<file path="config.mk">
export PLATFORM = sky130hd
export DESIGN_NAME = note_tone_generator
export DESIGN_NICKNAME = d
export VERILOG_FILES = /design/src/hw/rtl/ntg_pkg.sv /design/src/hw/rtl/ntg_voice.sv /design/src/hw/rtl/ntg_out_stage.sv /design/src/hw/rtl/note_tone_generator.sv
export VERILOG_INCLUDE_DIRS = /design/src /design/src/hw/rtl
export SDC_FILE = /design/constraint.sdc
export NUM_CORES = 1
export LEC_CHECK = 0
export BUFFER_PORTS_ARGS = -buffer_cell sky130_fd_sc_hd__buf_2
export CAP_MARGIN = 30
export CORE_AREA = 5 5 146 148
export CTS_BUF_LIST = sky130_fd_sc_hd__clkbuf_2 sky130_fd_sc_hd__clkbuf_4 sky130_fd_sc_hd__clkbuf_8
export CTS_CLUSTER_SIZE = 24
export DETAILED_ROUTE_END_ITERATION = 6
export DIE_AREA = 0 0 151 153
export PLACE_DENSITY = 0.72
export SKIP_CTS_REPAIR_TIMING = 1
export SLEW_MARGIN = 10
export SYNTH_ARGS = -nofsm -noshare
export SYNTH_HDL_FRONTEND = slang
export SYNTH_SLANG_ARGS = --single-unit
</file>
<file path="constraint.sdc">
create_clock -name clk -period 12.2 [get_ports clk]
set_input_delay 1.22 -clock clk [delete_from_list [all_inputs] [get_ports clk]]
set_output_delay 1.22 -clock clk [all_outputs]
set_load 0.1 [all_outputs]
</file>
<file path="src/hw/rtl/note_tone_generator_assert.svh">
// Assertion macros for the tone generator.
// Each macro takes a label, an antecedent and a consequent, sampled on clk and
// disabled during rst.
`ifndef NOTE_TONE_GENERATOR_ASSERT_SVH
`define NOTE_TONE_GENERATOR_ASSERT_SVH

`ifndef SYNTHESIS
`define NTG_ASSERT_NOW(label, ante, cons) \
  label: assert property (@(posedge clk) disable iff (rst) (ante) |-> (cons)) \
    else $error("ntg assertion failed");
`define NTG_ASSERT_NEXT(label, ante, cons) \
  label: assert property (@(posedge clk) disable iff (rst) (ante) |=> (cons)) \
    else $error("ntg assertion failed");
`else
`define NTG_ASSERT_NOW(label, ante, cons)
`define NTG_ASSERT_NEXT(label, ante, cons)
`endif

`endif

</file>
<file path="src/hw/rtl/ntg_pkg.sv">
package ntg_pkg;

  localparam int TempoW   = 16;
  localparam int LimitW   = 21;
  localparam int PeriodW  = 11;
  localparam int ElapsedW = 22;
  localparam int LenW     = 5;
  localparam int CfgIdxW  = 1;
  localparam int CfgDataW = 21;

  localparam logic [TempoW-1:0] TempoReset = 16'd20000;
  localparam logic [LimitW-1:0] LimitReset = 21'd640000;
  localparam logic [7:0]        EndByte    = 8'hFF;

  localparam logic [4:0] ToneFirst = 5'd1;
  localparam logic [4:0] ToneLast  = 5'd24;

  // configuration register indexes
  localparam logic [CfgIdxW-1:0] CfgTempoUnit = 1'd0;
  localparam logic [CfgIdxW-1:0] CfgPlayLimit = 1'd1;

  typedef struct packed {
    logic [TempoW-1:0] tempo_unit;
    logic [LimitW-1:0] play_limit;
  } ntg_cfg_t;

  typedef struct packed {
    logic pin;
    logic busy;
    logic done;
  } ntg_res_t;

  // period in ticks for each tone code; zero for rests and unused codes
  function automatic logic [PeriodW-1:0] tone_period_of(input logic [4:0] code);
    logic [PeriodW-1:0] p;
    case (code)
      5'd1:    p = 11'd1911;
      5'd2:    p = 11'd1804;
      5'd3:    p = 11'd1703;
      5'd4:    p = 11'd1607;
      5'd5:    p = 11'd1517;
      5'd6:    p = 11'd1432;
      5'd7:    p = 11'd1352;
      5'd8:    p = 11'd1276;
      5'd9:    p = 11'd1204;
      5'd10:   p = 11'd1136;
      5'd11:   p = 11'd1073;
      5'd12:   p = 11'd1012;
      5'd13:   p = 11'd955;
      5'd14:   p = 11'd902;
      5'd15:   p = 11'd851;
      5'd16:   p = 11'd803;
      5'd17:   p = 11'd758;
      5'd18:   p = 11'd716;
      5'd19:   p = 11'd676;
      5'd20:   p = 11'd638;
      5'd21:   p = 11'd602;
      5'd22:   p = 11'd568;
      5'd23:   p = 11'd536;
      5'd24:   p = 11'd506;
      default: p = '0;
    endcase
    return p;
  endfunction

  // note length in units for each length code
  function automatic logic [LenW-1:0] length_of(input logic [2:0] code);
    logic [LenW-1:0] l;
    case (code)
      3'd0:    l = 5'd2;
      3'd1:    l = 5'd4;
      3'd2:    l = 5'd6;
      3'd3:    l = 5'd8;
      3'd4:    l = 5'd12;
      3'd5:    l = 5'd16;
      3'd6:    l = 5'd18;
      default: l = 5'd24;
    endcase
    return l;
  endfunction

endpackage

</file>
<file path="src/hw/rtl/ntg_voice.sv">
module ntg_voice import ntg_pkg::*; (
  input  logic     clk,
  input  logic     rst,
  input  logic     adv,
  input  logic     cmd,
  input  logic [7:0] note,
  input  ntg_cfg_t cfg,
  output ntg_res_t res
);

  logic [PeriodW-1:0]  half_period, half_period_next;
  logic [PeriodW-1:0]  tone_period, tone_period_next;
  logic [PeriodW-1:0]  phase_count, phase_count_next;
  logic                high_phase, high_phase_next;
  logic [ElapsedW-1:0] elapsed, elapsed_next;
  logic [ElapsedW-1:0] target, target_next;
  logic                is_rest, is_rest_next;
  logic                playing, playing_next;
  logic                done;

  // load decode
  logic [4:0]          code;
  logic [LenW-1:0]     len;
  logic [LimitW-1:0]   tgt;
  logic [PeriodW-1:0]  new_period;
  logic                is_tone;
  logic                load_ok;

  // tick arithmetic
  logic [ElapsedW-1:0] el_step;
  logic [ElapsedW-1:0] el_cycle;
  logic [PeriodW-1:0]  ph_step;

  assign code       = note[4:0];
  assign len        = length_of(note[7:5]);
  assign tgt        = LimitW'(len) * LimitW'(cfg.tempo_unit);
  assign new_period = tone_period_of(code);
  assign is_tone    = (code >= ToneFirst) && (code <= ToneLast);
  assign load_ok    = !playing && (note != EndByte) && (tgt < cfg.play_limit) && (tgt != '0);

  assign el_step  = elapsed + ElapsedW'(1);
  assign el_cycle = elapsed + ElapsedW'(tone_period);
  assign ph_step  = phase_count + PeriodW'(1);

  // next state for the item in the input stage
  always_comb begin
    half_period_next = half_period;
    tone_period_next = tone_period;
    phase_count_next = phase_count;
    high_phase_next  = high_phase;
    elapsed_next     = elapsed;
    target_next      = target;
    is_rest_next     = is_rest;
    playing_next     = playing;
    done             = 1'b0;
    if (!cmd) begin
      if (load_ok) begin
        target_next      = ElapsedW'(tgt);
        elapsed_next     = '0;
        phase_count_next = '0;
        playing_next     = 1'b1;
        is_rest_next     = !is_tone;
        tone_period_next = new_period;
        half_period_next = new_period >> 1;
        high_phase_next  = is_tone;
      end
    end else if (playing) begin
      if (is_rest) begin
        // rest: silent for twice the target, one count per tick
        elapsed_next = el_step;
        if ({1'b0, el_step} >= {target, 1'b0}) begin
          playing_next = 1'b0;
          is_rest_next = 1'b0;
          done         = 1'b1;
        end
      end else begin
        phase_count_next = ph_step;
        if ({1'b0, ph_step} >= {half_period, 1'b0}) begin
          phase_count_next = '0;
          if (high_phase) begin
            high_phase_next = 1'b0;
          end else begin
            // end of a full cycle: account the period
            elapsed_next = el_cycle;
            if (el_cycle >= target) begin
              playing_next = 1'b0;
              done         = 1'b1;
            end else begin
              high_phase_next = 1'b1;
            end
          end
        end
      end
    end
  end

  assign res.pin  = playing_next && !is_rest_next && high_phase_next;
  assign res.busy = playing_next;
  assign res.done = done;

  // commit state when the item moves on
  always_ff @(posedge clk) begin
    if (rst) begin
      half_period <= '0;
      tone_period <= '0;
      phase_count <= '0;
      high_phase  <= 1'b0;
      elapsed     <= '0;
      target      <= '0;
      is_rest     <= 1'b0;
      playing     <= 1'b0;
    end else if (adv) begin
      half_period <= half_period_next;
      tone_period <= tone_period_next;
      phase_count <= phase_count_next;
      high_phase  <= high_phase_next;
      elapsed     <= elapsed_next;
      target      <= target_next;
      is_rest     <= is_rest_next;
      playing     <= playing_next;
    end
  end

endmodule

</file>
<file path="src/hw/rtl/ntg_out_stage.sv">
module ntg_out_stage import ntg_pkg::*; (
  input  logic     clk,
  input  logic     rst,
  input  logic     load,
  input  ntg_res_t res,
  input  logic     out_stall,
  output logic     out_free,
  output logic     out_valid,
  output logic     pin,
  output logic     busy_res,
  output logic     note_done
);

  ntg_res_t held;

  // free when empty or being taken this cycle
  assign out_free = !out_valid || !out_stall;

  // hold the result until taken
  always_ff @(posedge clk) begin
    if (rst) begin
      out_valid <= 1'b0;
    end else if (out_free) begin
      out_valid <= load;
    end
  end

  always_ff @(posedge clk) begin
    if (load && out_free) begin
      held <= res;
    end
  end

  assign pin       = held.pin;
  assign busy_res  = held.busy;
  assign note_done = held.done;

endmodule

</file>
<file path="src/hw/rtl/note_tone_generator.sv">
// Items pass through the input register and then the result register, which loads
// an item's result only when it has room.
// Throughput: one item per cycle unless out_stall holds the result register; the
// voice state update is a single pass. Reset (rst, synchronous): voice idle,
// tempo_unit 20000, play_limit 640000, both item registers empty.
`include "note_tone_generator_assert.svh"

module note_tone_generator import ntg_pkg::*; (
  input  logic                clk,
  input  logic                rst,
  input  logic                in_valid,
  output logic                in_stall,
  input  logic                cmd,
  input  logic [7:0]          note,
  output logic                out_valid,
  input  logic                out_stall,
  output logic                pin,
  output logic                busy_res,
  output logic                note_done,
  input  logic                cfg_valid,
  output logic                cfg_ready,
  input  logic [CfgIdxW-1:0]  cfg_index,
  input  logic [CfgDataW-1:0] cfg_data
);

  ntg_cfg_t   cfg;
  ntg_res_t   res;
  logic       s1_valid;
  logic       s1_cmd;
  logic [7:0] s1_note;
  logic       out_free;
  logic       adv;
  logic       accept;

  assign cfg_ready = 1'b1;

  // configuration registers
  always_ff @(posedge clk) begin
    if (rst) begin
      cfg.tempo_unit <= TempoReset;
      cfg.play_limit <= LimitReset;
    end else if (cfg_valid && cfg_ready) begin
      unique case (cfg_index)
        CfgTempoUnit: cfg.tempo_unit <= cfg_data[TempoW-1:0];
        CfgPlayLimit: cfg.play_limit <= cfg_data[LimitW-1:0];
        default: ;
      endcase
    end
  end

  // input stage: advance into the result register when it has room
  assign adv      = s1_valid && out_free;
  assign in_stall = s1_valid && !out_free;
  assign accept   = in_valid && !in_stall;

  always_ff @(posedge clk) begin
    if (rst) begin
      s1_valid <= 1'b0;
    end else if (accept) begin
      s1_valid <= 1'b1;
    end else if (adv) begin
      s1_valid <= 1'b0;
    end
  end

  always_ff @(posedge clk) begin
    if (accept) begin
      s1_cmd  <= cmd;
      s1_note <= note;
    end
  end

  ntg_voice u_voice (
    .clk  (clk),
    .rst  (rst),
    .adv  (adv),
    .cmd  (s1_cmd),
    .note (s1_note),
    .cfg  (cfg),
    .res  (res)
  );

  ntg_out_stage u_out (
    .clk       (clk),
    .rst       (rst),
    .load      (adv),
    .res       (res),
    .out_stall (out_stall),
    .out_free  (out_free),
    .out_valid (out_valid),
    .pin       (pin),
    .busy_res  (busy_res),
    .note_done (note_done)
  );

  `NTG_ASSERT_NOW(a_pin_busy, out_valid && pin, busy_res)
  `NTG_ASSERT_NOW(a_done_idle, out_valid && note_done, !busy_res && !pin)
  `NTG_ASSERT_NOW(a_stall_full, in_stall, s1_valid && out_valid)
  `NTG_ASSERT_NEXT(a_adv_result, adv, out_valid)

endmodule

</file>
Yosys cells after proc, flatten, opt, wreduce, memory -nomap -nowiden
Memory sizes are Yosys's and may differ from the RTL's. A register that Yosys moved wholly into a read port is not among the register bits.
Cells that the tools add are included.
W data, S select, Z words.
{ "classes": {"n_mul": 1, "reduce_logical": 28, "muxes": 38, "n_lt_le_gt_ge": 6, "bitwise": 2, "add_sub_neg": 3, "eq_ne": 11} }
{ "ops": {"columns": ["op", "count"], "rows": [
  ["$mux W22", 6],
  ["$mux W11", 5],
  ["$pmux W5 S7", 1],
  ["$mux W1", 25],
  ["$add A22 B1 Y22 const B", 1],
  ["$add A22 B11 Y22", 1],
  ["$ge A22 B21 Y1", 1],
  ["$ge A22 B22 Y1", 1],
  ["$lt A21 B21 Y1", 1],
  ["$mul A5 B16 Y21", 1],
  ["$reduce_bool A21 Y1", 1],
  ["$add A11 B1 Y11 const B", 1],
  ["$ge A11 B11 Y1", 1],
  ["$logic_and A1 B1 Y1", 10],
  ["$eq A3 B3 Y1 const B", 3],
  ["$ne A8 B8 Y1 const B", 1],
  ["$logic_not A1 Y1", 7],
  ["$eq A3 B2 Y1 const B", 2],
  ["$reduce_and A2 Y1", 3],
  ["$ge A5 B1 Y1 const B", 1],
  ["$le A5 B5 Y1 const B", 1],
  ["$mux W5", 1],
  ["$reduce_and A5 Y1", 1],
  ["$reduce_and A4 Y1", 1],
  ["other kinds (10)", 12]
]} }
{ "totals": {"romBits": 352, "mem_count": 1, "ff_bits": 129, "word_cells": 107} }
{ "memory_table": {"columns": ["memory", "depth", "word_bits", "read_ports", "rd_ports_with_merged_regs", "write_ports", "line_no", "source"], "rows": [
  ["(no name shown)", 32, 11, 1, 1, 0, "ntg_pkg.sv:36", "case (code)"]
]} }

Longest topological paths before layout
Gate-level depths: netlist of run 1.
{ "logic_depth": {"ltp_word": 11, "mapped_depth": 28} }

Modules after synthesis
From an unflattened synthesis of run 1, not the netlist that was laid out.
{ "hier_totals": {"cells_unflattened": 1287, "hier_area_um2": 10859.2} }
{ "by_module_without_submodules": {"columns": ["module", "n_inst", "seq_area_each_um2", "area_each_um2", "cells_per_inst"], "rows": [
  ["ntg_voice", 1, 1341.3, 8844.7, 1113],
  ["note_tone_generator", 1, 1031.0, 1885.6, 166],
  ["ntg_out_stage", 1, 110.1, 128.9, 8]
]} }

Worst setup path after synthesis of run 1
No wires, ideal clock.
{ "synth_timing": {"kind": "reg-to-reg", "startpoint": "register s1_note[5]", "endpoint": "register u_voice.elapsed[10]", "path_buffers": 1, "arrival_time_ns": 6.252, "setup_time_ns": 0.123, "path_stages_with_launch": 28, "slack_ns": 5.825, "cell_sequence": "edfxtp_1 nor2_1 nand2_1 o21a_1 clkbuf_1 nand2b_1 fa_1 inv_1 fa_1 ha_1 ha_1 inv_1 fa_1 nor2b_1 o2111ai_1 a31o_2 nand3_1 nand3_1 ha_1 a21o_1 a21o_1 a2111oi_0 and4b_1 nand3_1 a21o_1 o21ai_1 nand2_2 mux2_1"} }
{ "synth_between": {"elab_chain_len": 8, "word_cells_on_any_way": 17} }
{ "synth_lines": {"columns": ["element", "line_no", "source"], "rows": [
  ["start, declared", "note_tone_generator.sv:30", "logic [7:0] s1_note;"],
  ["start signal, assigned", "note_tone_generator.sv:69", "s1_note <= note;"],
  ["$eq A3 B3 Y1, or another cell as far along", "ntg_pkg.sv:69", "case (code)"],
  ["$pmux W5 S7 *", "ntg_pkg.sv:69", null],
  ["$mul A5 B16 Y21 *", "ntg_voice.sv:36", "assign tgt = LimitW'(len) * LimitW'(cfg.tempo_unit);"],
  ["via u_voice.tgt[18]", "ntg_voice.sv:24", "logic [LimitW-1:0] tgt;"],
  ["$lt A21 B21 Y1", "ntg_voice.sv:39", "assign load_ok = !playing && (note != EndByte) && (tgt < cfg.play_limit) && (tgt != '0);"],
  ["$logic_and A1 B1 Y1", "ntg_voice.sv:39", null],
  ["$logic_and A1 B1 Y1 *", "ntg_voice.sv:39", null],
  ["$reduce_bool A2 Y1 (no source line) *", null, null],
  ["$reduce_and A5 Y1 (no source line) *", null, null],
  ["end signal, assigned", "ntg_voice.sv:117", "elapsed <= elapsed_next;"],
  ["end, declared", "ntg_voice.sv:15", "logic [ElapsedW-1:0] elapsed, elapsed_next;"]
]} }
The timed path passes the listed nets; every way through them passes the cells marked *.
A chain may end at the register's enable or synchronous reset.

Worst setup path in the final report of run 1
Ends and elaborated chain as after synthesis.

==> results.cfg, run 1 <==
[status]
outcome = complete, no violations

[global_route]
grtUsageTotal_pct = 24.43
overflow = 0
grt_pass1_wl_mm = 46.26
grt_max_degree = 58
grt_antenna_before_repair = 0
grt_pass1_vias = 9162

[cts]
cts-root-buf = clkbuf_8
cts_buffers = 17
clk_path_buf_depth = 2
clkTransAtPathRegs_ns = 0.08
htreeDepth = 4
tritoncts = done
insertion_delay_ns = 0.47
clock-sinks = 129

[sta]
finalCritPeriodShare_pct = 63.23
hold_viol_final = 0
slew_headroom_pct = 39.45
fin_worst_skew_ns = 0.02025
fin_setup_tns_ns = 0
worstMarginPinSlew_ns = 0.9064
setup_viol = 0
max_freq_mhz = 129.6
min_period_ns = 7.715
worst_hold_slack_ns = 0.4547
rsz0062_at_grt = no
finalMaxSlewViolations = 0

[logic_synthesis]
ys.flop_type = dfxtp_1
synth-compound-area-share_pct = 20.03
synth_adder_area_share_pct = 20.58
synth_cell_types = 78
synth_cells = 1320
async_reset_ff_share_pct = 0
muxShareOfSynthArea_pct = 2.023
ys_warn_count = 0
syn_avg_cell_area_um2 = 8.152
synth_area_mm2 = 0.01076
synth.net_count = 1515
synth-xor-area-share_pct = 5.291
synth-simple-area-share_pct = 21.45
ys_ff_latch = 129
synth_top_family_by_area = simple AND/OR/NAND/NOR gates
ys_seq_area_share_pct = 25.12
synth_edf_count = 12

[cells_and_area]
area_delta_synth_final_pct = 6.663
diodes = 0
design_area_mm2 = 0.01148
layout_common_cells = 148 x nand2_1, 129 x ha_1, 117 x dfxtp_1, 115 x a21oi_1, 83 x inv_1
drive_gt1_share_pct = 9.193
final_common_cell = nand2_1
fillers = 1874
finish.net_count = 1520

[route]
via_count = 9627
ant_nets = 0
wl_mm = 27.66
route.detailed.drc = 0
detail_route.first_pass.iterations = 5
via_per_inst = 5.987
wire_per_inst_um = 17.20
drt_iter0_drc = 780

[place]
gp_congestion = 0.8975
placed_cell_area_mm2 = 0.01113
numPortBuffers = 40
dpl.hpwl_mm = 20.71

[floorplan]
die_area_mm2 = 0.02310
die_h_um = 153
rows = 52
io_pins = 42
coreArea_mm2 = 0.01991
die_w_um = 151
start_util_pct = 54.05

[power]
ir_worst_vdd_uv = 74.18
power_mw = 1.163
leakage_nw = 5.035
powerDensity_mw_per_mm2 = 101.4

[critical_path]
critPathCaptureType = flip-flop
critPathRequiredTime_ns = 12.54
r2r_start = s1_note[5]
worstPathArrival_ns = 8.06
cp-start-kind = flip-flop
cp_max_fo = 16
ff2ff_setup_slack_ns = 4.49
reg2reg_to = u_voice.elapsed[10]
crit_type = reg -> reg
reg2regPathDepth = 25

[min_path]
hold_path.class = reg -> reg
hold_start = u_voice.new_period[2]
holdPathStages = 2
min_to = u_voice.tone_period[2]

[job]
maxCapViolations = 0
power by group:
group	leakage, nW	switching [mW]	internal [mW]
registers	1.07	0.0178	0.450
logic	3.79	0.221	0.135
clock network	0.179	0.194	0.145
total	5.04	0.433	0.730
area by class of cell:
class | count | area (µm²) | area share, %
multi-input combinational | 1041 | 7472 | 65.10
sequential | 129 | 2703 | 23.55
tap | 270 | 337.8 | 2.943
inverter | 84 | 315.3 | 2.747
timing repair buffer | 52 | 300.3 | 2.616
clock buffer | 18 | 241.5 | 2.104
clock inverter | 14 | 107.6 | 0.9375
stage by stage:
| stage | instances | utilization (%) | setup slack [ns] |
|---|---|---|---|
| after detailed placement | 1576 | 55.89 | 4.644 |
| after global placement | 1573 | 55.74 | 4.855 |
| after CTS | 1608 | 57.65 | 4.591 |
| final | 1608 | 57.65 | 4.485 |
| after global routing | 1608 | 57.65 | 4.025 |
| after floorplan | 1320 | - | 5.825 |
metal layers:
layer | share of wire (%) | global-route usage [%] | up-vias
met5 | 0 | 0 | -
met4 | 1.9 | 6.779 | 0
met3 | 6.8 | 4.471 | 52
met2 | 45 | 37.92 | 353
met1 | 47 | 34.83 | 4543
li1 | - | - | 4679
worst max-delay path by stage:
stage               startpoint                  end  slack [ns]
finish              s1_note[5]  u_voice.elapsed[10]        4.49
global route        s1_note[5]    u_voice.target[5]        4.02
CTS                 s1_note[5]  u_voice.elapsed[10]        4.59
detailed placement  s1_note[5]  u_voice.elapsed[10]        4.64
global placement    s1_note[5]    u_voice.target[5]        4.86
floorplan           s1_note[5]  u_voice.elapsed[10]        5.82
flip-flops by register name, indices dropped and copies added, names as in the netlist:
name                 flops
u_voice.elapsed         22
u_out.note_done          1
s1_valid                 1
u_voice.target          20
u_voice.high_phase       1
u_voice.playing          1
s1_cmd                   1
u_voice.tone_period     11
u_voice.phase_count     11
u_voice.new_period      11
s1_note                  8
u_out.busy_res           1
cfg                     37
u_out.out_valid          1
u_voice.is_rest          1
u_out.pin                1
synth_stat cells, types with 6 or more instances:
library cell	number	area (µm²)
clkbuf_1	48	180.2
a21o_1	19	142.6
nand4_1	18	112.6
nor2b_1	28	175.2
o21a_1	10	75.07
nor2_1	75	281.5
and2_1	53	331.6
xnor2_1	31	271.5
o21bai_1	6	45.04
nand2_1	148	555.5
ha_1	129	1614
nor4_1	9	56.30
nor3_1	28	140.1
xor2_1	34	297.8
a211oi_1	13	97.59
mux2i_1	15	150.1
o21ai_1	30	150.1
edfxtp_1	12	360.4
or3_1	10	62.56
a31oi_1	14	87.58
a311oi_2	12	180.2
o211ai_1	13	97.59
buf_1	11	41.29
dfxtp_1	117	2342
o21ai_0	42	210.2
inv_1	83	311.6
a21oi_1	115	575.6
and3_1	18	112.6
fa_1	30	600.6
nand3_1	63	315.3
critical path, cell delays in order, from the launching register on:
cell	delay (ns)
edfxtp_1	0.42
nor2_1	0.08
nor2b_1	0.70
nand2_1	0.18
fa_1	0.56
inv_1	0.05
fa_1	0.47
ha_1	0.30
ha_1	0.23
inv_1	0.08
fa_1	0.20
nor2b_1	0.08
o2111ai_1	0.33
nand4_1	0.18
a31oi_1	0.31
o21bai_1	0.14
xnor2_1	0.33
inv_1	0.13
ha_1	0.31
a2111oi_0	0.56
and4b_1	0.27
nand3_1	0.12
a21o_1	0.28
o21ai_1	0.55
nand2_2	0.35
mux2_1	0.39
cells by family after synthesis:
kind of cell / count (synthesis)
AOI/OAI and AO/OA: 323
xor gates and xnor gates: 65
adders and majority gates: 159
buffers and inverters: 150
DFF: 129
muxes: 21
other: 1
and+or+nand+nor: 472
(Power assumes the default switching activity.)
==> inputs of run 2 (changes only) <==
--- a/config.mk
+++ b/config.mk
@@ -13,7 +13,7 @@
 export CTS_CLUSTER_SIZE = 24
 export DETAILED_ROUTE_END_ITERATION = 6
 export DIE_AREA = 0 0 151 153
-export PLACE_DENSITY = 0.72
+export PLACE_DENSITY = 0.74
 export SKIP_CTS_REPAIR_TIMING = 1
 export SLEW_MARGIN = 10
 export SYNTH_ARGS = -nofsm -noshare
==> constraint.sdc (replaced) <==
create_clock -name clk -period 6.2 [get_ports clk]
set_input_delay 0.62 -clock clk [delete_from_list [all_inputs] [get_ports clk]]
set_output_delay 0.62 -clock clk [all_outputs]
set_load 0.1 [all_outputs]
==> run 2 against run 1 <==
Net effect: critical path depth rose by 1; sequential share of layout area decreased by 2.1 points; sequential power up 97%; total power is 120% higher; clock power is 140% higher; clock skew decreased by 0.00088 ns; non-clock buffer count grew 69; worst hold slack got worse by 0.13 ns; critical path type unchanged; critical endpoint is now u_voice.elapsed[2].
==> results.cfg, run 2 (synthesis results as in run 1) <==
[status]
outcome = complete, no violations

[route]
wire_per_inst_um = 17.13
route.detailed.drc = 0
detail_route.first_pass.iterations = 5
drt_iter0_drc = 809
ant_nets = 0
wl_mm = 28.73
via_per_inst = 5.883
via_count = 9866

[cells_and_area]
diodes = 0
area_delta_synth_final_pct = 17.31
reg_top3 = cfg (37), u_voice.elapsed (22), u_voice.target (20)
largest_reg_flops = 37
final_common_cell = nand2_1
regMostFlops = cfg
layout_common_cells = 144 x nand2_1, 118 x ha_1, 117 x dfxtp_1, 104 x a21oi_1, 81 x inv_1
drive_gt1_share_pct = 18.48
finish.net_count = 1589

[place]
dp_slack_ns = -0.3087
gp_congestion = 0.9053
numPortBuffers = 40
dpl.hpwl_mm = 21.15

[global_route]
grt_pass1_wl_mm = 45.91
grtUsageTotal_pct = 24.19
overflow = 0
grt_max_degree = 57
grt_pass1_vias = 9458
grt_antenna_before_repair = 0

[power]
leakage_nw = 5.521
ir_worst_vdd_uv = 178.4
powerDensity_mw_per_mm2 = 206.8

[critical_path]
crit_type = reg -> reg
critPathRequiredTime_ns = 6.56
crit_family = adder cells
ff2ff_setup_slack_ns = 0.006
critPathCaptureType = flip-flop
crit_slowest_cell = fa_1
reg2reg_to = u_voice.elapsed[2]
worstPathArrival_ns = 6.56
cp_max_fo = 4
r2r_start = s1_note[6]
reg2regPathDepth = 26
cp_num_buf_inv = 2
cp_slowest_stage_delay_ns = 0.49
cp-start-kind = flip-flop

[cts]
cts-root-buf = clkbuf_8
clk_path_buf_depth = 2
insertion_delay_ns = 0.47
clkTransAtPathRegs_ns = 0.09
cts_buffers = 17
tritoncts = done
htreeDepth = 4
clock-sinks = 129

[sta]
finalCritPeriodShare_pct = 99.91
fin_worst_skew_ns = 0.01937
fin_setup_tns_ns = 0
hold_viol_final = 0
worstMarginPinSlew_ns = 0.8384
setup_ws_ns = 0.005743
slew_headroom_pct = 42.51
max_freq_mhz = 161.4
finalMaxSlewViolations = 0
rsz0062_at_grt = yes
min_period_ns = 6.194
setup_viol = 0

[floorplan]
die_w_um = 151
rows = 52
start_util_pct = 54.05
die_h_um = 153
io_pins = 42
coreArea_mm2 = 0.01991
die_area_mm2 = 0.02310

[min_path]
hold_path.class = in -> reg
hold_start = note[7]
holdPathStages = 1
min_to = s1_note[7]

[job]
maxCapViolations = 0
-- run 2: cell count changes in the layout (fill, tap and decap cells not counted), moves of 6 or more --
cell / change
nor2b_1: -7
buf_6: +8
nand3_2: +9
nor2b_2: +6
ha_4: +8
ha_1: -11
a21oi_1: -11
buf_4: +53
nand3_1: -10
a21oi_2: +11
-- run 2: routing by layer --
metal  vias to the layer above  track usage, %  wire, µm  part of all wire, %
li1                       4824               -         -                    -
met1                      4668           34.70     13140                   46
met2                       311           37.11     13020                   45
met3                        63           3.405      1787                  6.2
met4                         0           8.549       788                  2.7
met5                         -               0         0                    0
-- run 2: power breakdown --
group	switching [mW]	leakage (nW)	internal (mW)	total [mW]
sequential	0.0357	1.07	0.885	0.920
combinational	0.497	4.23	0.380	0.877
clock	0.391	0.220	0.423	0.814
total	0.924	5.52	1.69	2.61
-- run 2: how the worst max path moves through the flow --
stage | depth (start not counted) | start | to
after floorplan | 28 | s1_note[5] | u_voice.target[15]
after global placement | 26 | s1_note[5] | u_voice.elapsed[2]
after detailed placement | 26 | s1_note[5] | u_voice.elapsed[2]
after CTS | 26 | s1_note[5] | u_voice.elapsed[2]
after global routing | 27 | s1_note[6] | u_voice.target[11]
final | 26 | s1_note[6] | u_voice.elapsed[2]
-- run 2: layout make-up --
cell class / instances / area (µm²)
tap: 270 / 337.8
timing repair buffer: 121 / 935.9
clock inverter: 14 / 187.7
sequential: 129 / 2703
clock buffer: 18 / 247.7
inverter: 84 / 315.3
multi-input combinational: 1041 / 7896
fill: 1729 / 7286
-- run 2: metrics by stage --
stage,cell area (µm²),hold slack [ns],power (mW),std cells,util (%)
final,12620,0.3201,2.611,1677,63.41
after global routing,12620,0.3047,2.761,1677,63.41
after CTS,12050,0.3014,2.512,1665,60.51
after detailed placement,11610,0.4446,1.703,1633,58.32
after global placement,11590,0.4367,1.686,1631,58.21
after floorplan,10780,0.4293,1.450,1320,-
==> inputs of run 3 (changes only) <==
--- a/config.mk
+++ b/config.mk
@@ -14,6 +14,7 @@
 export DETAILED_ROUTE_END_ITERATION = 6
 export DIE_AREA = 0 0 151 153
 export PLACE_DENSITY = 0.74
+export SETUP_SLACK_MARGIN = 0.3
 export SKIP_CTS_REPAIR_TIMING = 1
 export SLEW_MARGIN = 10
 export SYNTH_ARGS = -nofsm -noshare
==> run 3 against run 2 <==
Net effect: die area unchanged; critical path depth up 1; clock power down 15%; worst hold slack better by 0.0032 ns; critical path type unchanged; largest cell class unchanged; highest routed layer unchanged.
==> results.cfg, run 3 (synthesis results as in run 1) <==
[cts]
clk_path_buf_depth = 2
htreeDepth = 4
clkTransAtPathRegs_ns = 0.08
insertion_delay_ns = 0.47
cts_buffers = 17
clock-sinks = 129
tritoncts = done
cts-root-buf = clkbuf_8

[floorplan]
die_w_um = 151
start_util_pct = 54.05
die_h_um = 153
die_area_mm2 = 0.02310
rows = 52
coreArea_mm2 = 0.01991
io_pins = 42

[route]
detail_route.first_pass.iterations = 6
via_per_inst = 5.980
route.detailed.drc = 0
wire_per_inst_um = 17.70
wl_mm = 29.37
via_count = 9920
ant_nets = 0
drt_iter0_drc = 823

[global_route]
grt_pass1_vias = 9359
grt_antenna_before_repair = 0
grt.met3_usage_pct = 4.205
grtUsageTotal_pct = 23.96
busiest_layer = met2
overflow = 0
grtUsageMet1_pct = 32.22
grtUsageMet2_pct = 38.22
grt_pass1_wl_mm = 45.49
grt_max_degree = 51

[sta]
max_freq_mhz = 162.7
setup_viol = 0
fin_setup_tns_ns = 0
finalMaxSlewViolations = 0
fin_worst_skew_ns = 0.01338
hold_viol_final = 0
finalCritPeriodShare_pct = 99.16
min_period_ns = 6.148
worstMarginPinSlew_ns = 1.144
slew_headroom_pct = 23.00
rsz0062_at_grt = yes

[cells_and_area]
fillers = 1640
reg_top3 = cfg (37), u_voice.elapsed (22), u_voice.target (20)
diodes = 0
largest_reg_flops = 37
final_common_cell = nand2_1
drive_gt1_share_pct = 19.01
regMostFlops = cfg
layout_common_cells = 145 x nand2_1, 117 x dfxtp_1, 113 x ha_1, 105 x a21oi_1, 81 x inv_1
finish.net_count = 1571
area_delta_synth_final_pct = 18.00
fin_cells = 1659
fin_util_pct = 63.78

[place]
dpl.hpwl_mm = 20.34
gp_congestion = 0.9173
dp_cells = 1605
numPortBuffers = 40

[critical_path]
crit_top_cell = buf_6
crit_slowest_cell = fa_1
worstPathArrival_ns = 6.55
cp_num_buf_inv = 4
cp-start-kind = flip-flop
critPathRequiredTime_ns = 6.61
critPathCaptureType = flip-flop
crit_family = adder cells
crit_type = reg -> reg
cp_slowest_stage_delay_ns = 0.49
ff2ff_setup_slack_ns = 0.05
cp_max_fo = 10

[power]
power_mw = 2.521
powerDensity_mw_per_mm2 = 198.6
ir_worst_vdd_uv = 149.2
leakage_nw = 5.425

[job]
maxCapViolations = 0

[min_path]
hold_path.class = in -> reg

[status]
outcome = complete, no violations
==> run 3: layout make-up <==
class	instances	area [µm²]	share of cell area (%)
flip-flops and latches	129	2703	21.28
multi-input cells	1041	8134	64.06
well taps	270	337.8	2.661
clock inverters	13	106.4	0.8376
inverters	84	315.3	2.483
repair buffers	103	852.1	6.711
clock buffers	19	249.0	1.961
==> run 3: metal layers <==
layer,share of wire (%),vias to the layer above
li1,-,4789
met1,45,4769
met2,48,310
met3,5.4,52
met4,2.4,0
met5,0,-
==> run 3: through the flow <==
| step | hold WS (ns) | setup WS, ns | cell area [µm²] |
|---|---|---|---|
| final | 0.3233 | 0.05226 | 12700 |
| after global routing | 0.2982 | -0.2176 | 12700 |
| after CTS | 0.3047 | -0.1383 | 11830 |
| after detailed placement | 0.4448 | -0.07842 | 11470 |
| after global placement | 0.4406 | 0.07452 | 11440 |
| after floorplan | 0.4293 | 0.3028 | 10870 |
==> run 3: path summary, 6_finish.rpt <==
path,startpoint,end,depth (start not counted)
hold / removal,note[7],s1_note[7],1
hold reg to reg,u_voice.new_period[9],u_voice.tone_period[9],2
setup reg to reg,s1_note[5],u_voice.phase_count[10],27
setup / recovery,s1_note[5],u_voice.phase_count[10],27
==> run 3: report_power, final <==
group / switching [mW] / internal (mW) / leakage (nW)
registers: 0.0345 / 0.885 / 1.07
logic: 0.520 / 0.395 / 4.17
clock network: 0.395 / 0.293 / 0.180
total: 0.949 / 1.57 / 5.42
==> run 3: worst reg2reg max path, stage by stage (launching register included) <==
cell	delay, ns
edfxtp_1	0.47
nor2_2	0.20
nand2_2	0.11
o21a_4	0.15
buf_6	0.14
buf_6	0.13
nor2b_2	0.12
fa_1	0.44
fa_1	0.49
ha_1	0.34
ha_4	0.31
a21oi_1	0.11
a21oi_2	0.24
nor3b_2	0.08
nor3_2	0.31
nand3_4	0.13
ha_4	0.25
a21o_1	0.17
a21o_1	0.18
a2111oi_4	0.29
and4b_1	0.26
nand3_2	0.14
a21oi_4	0.22
buf_6	0.15
nand2_8	0.11
o21ai_4	0.21
buf_12	0.16
mux2i_1	0.18
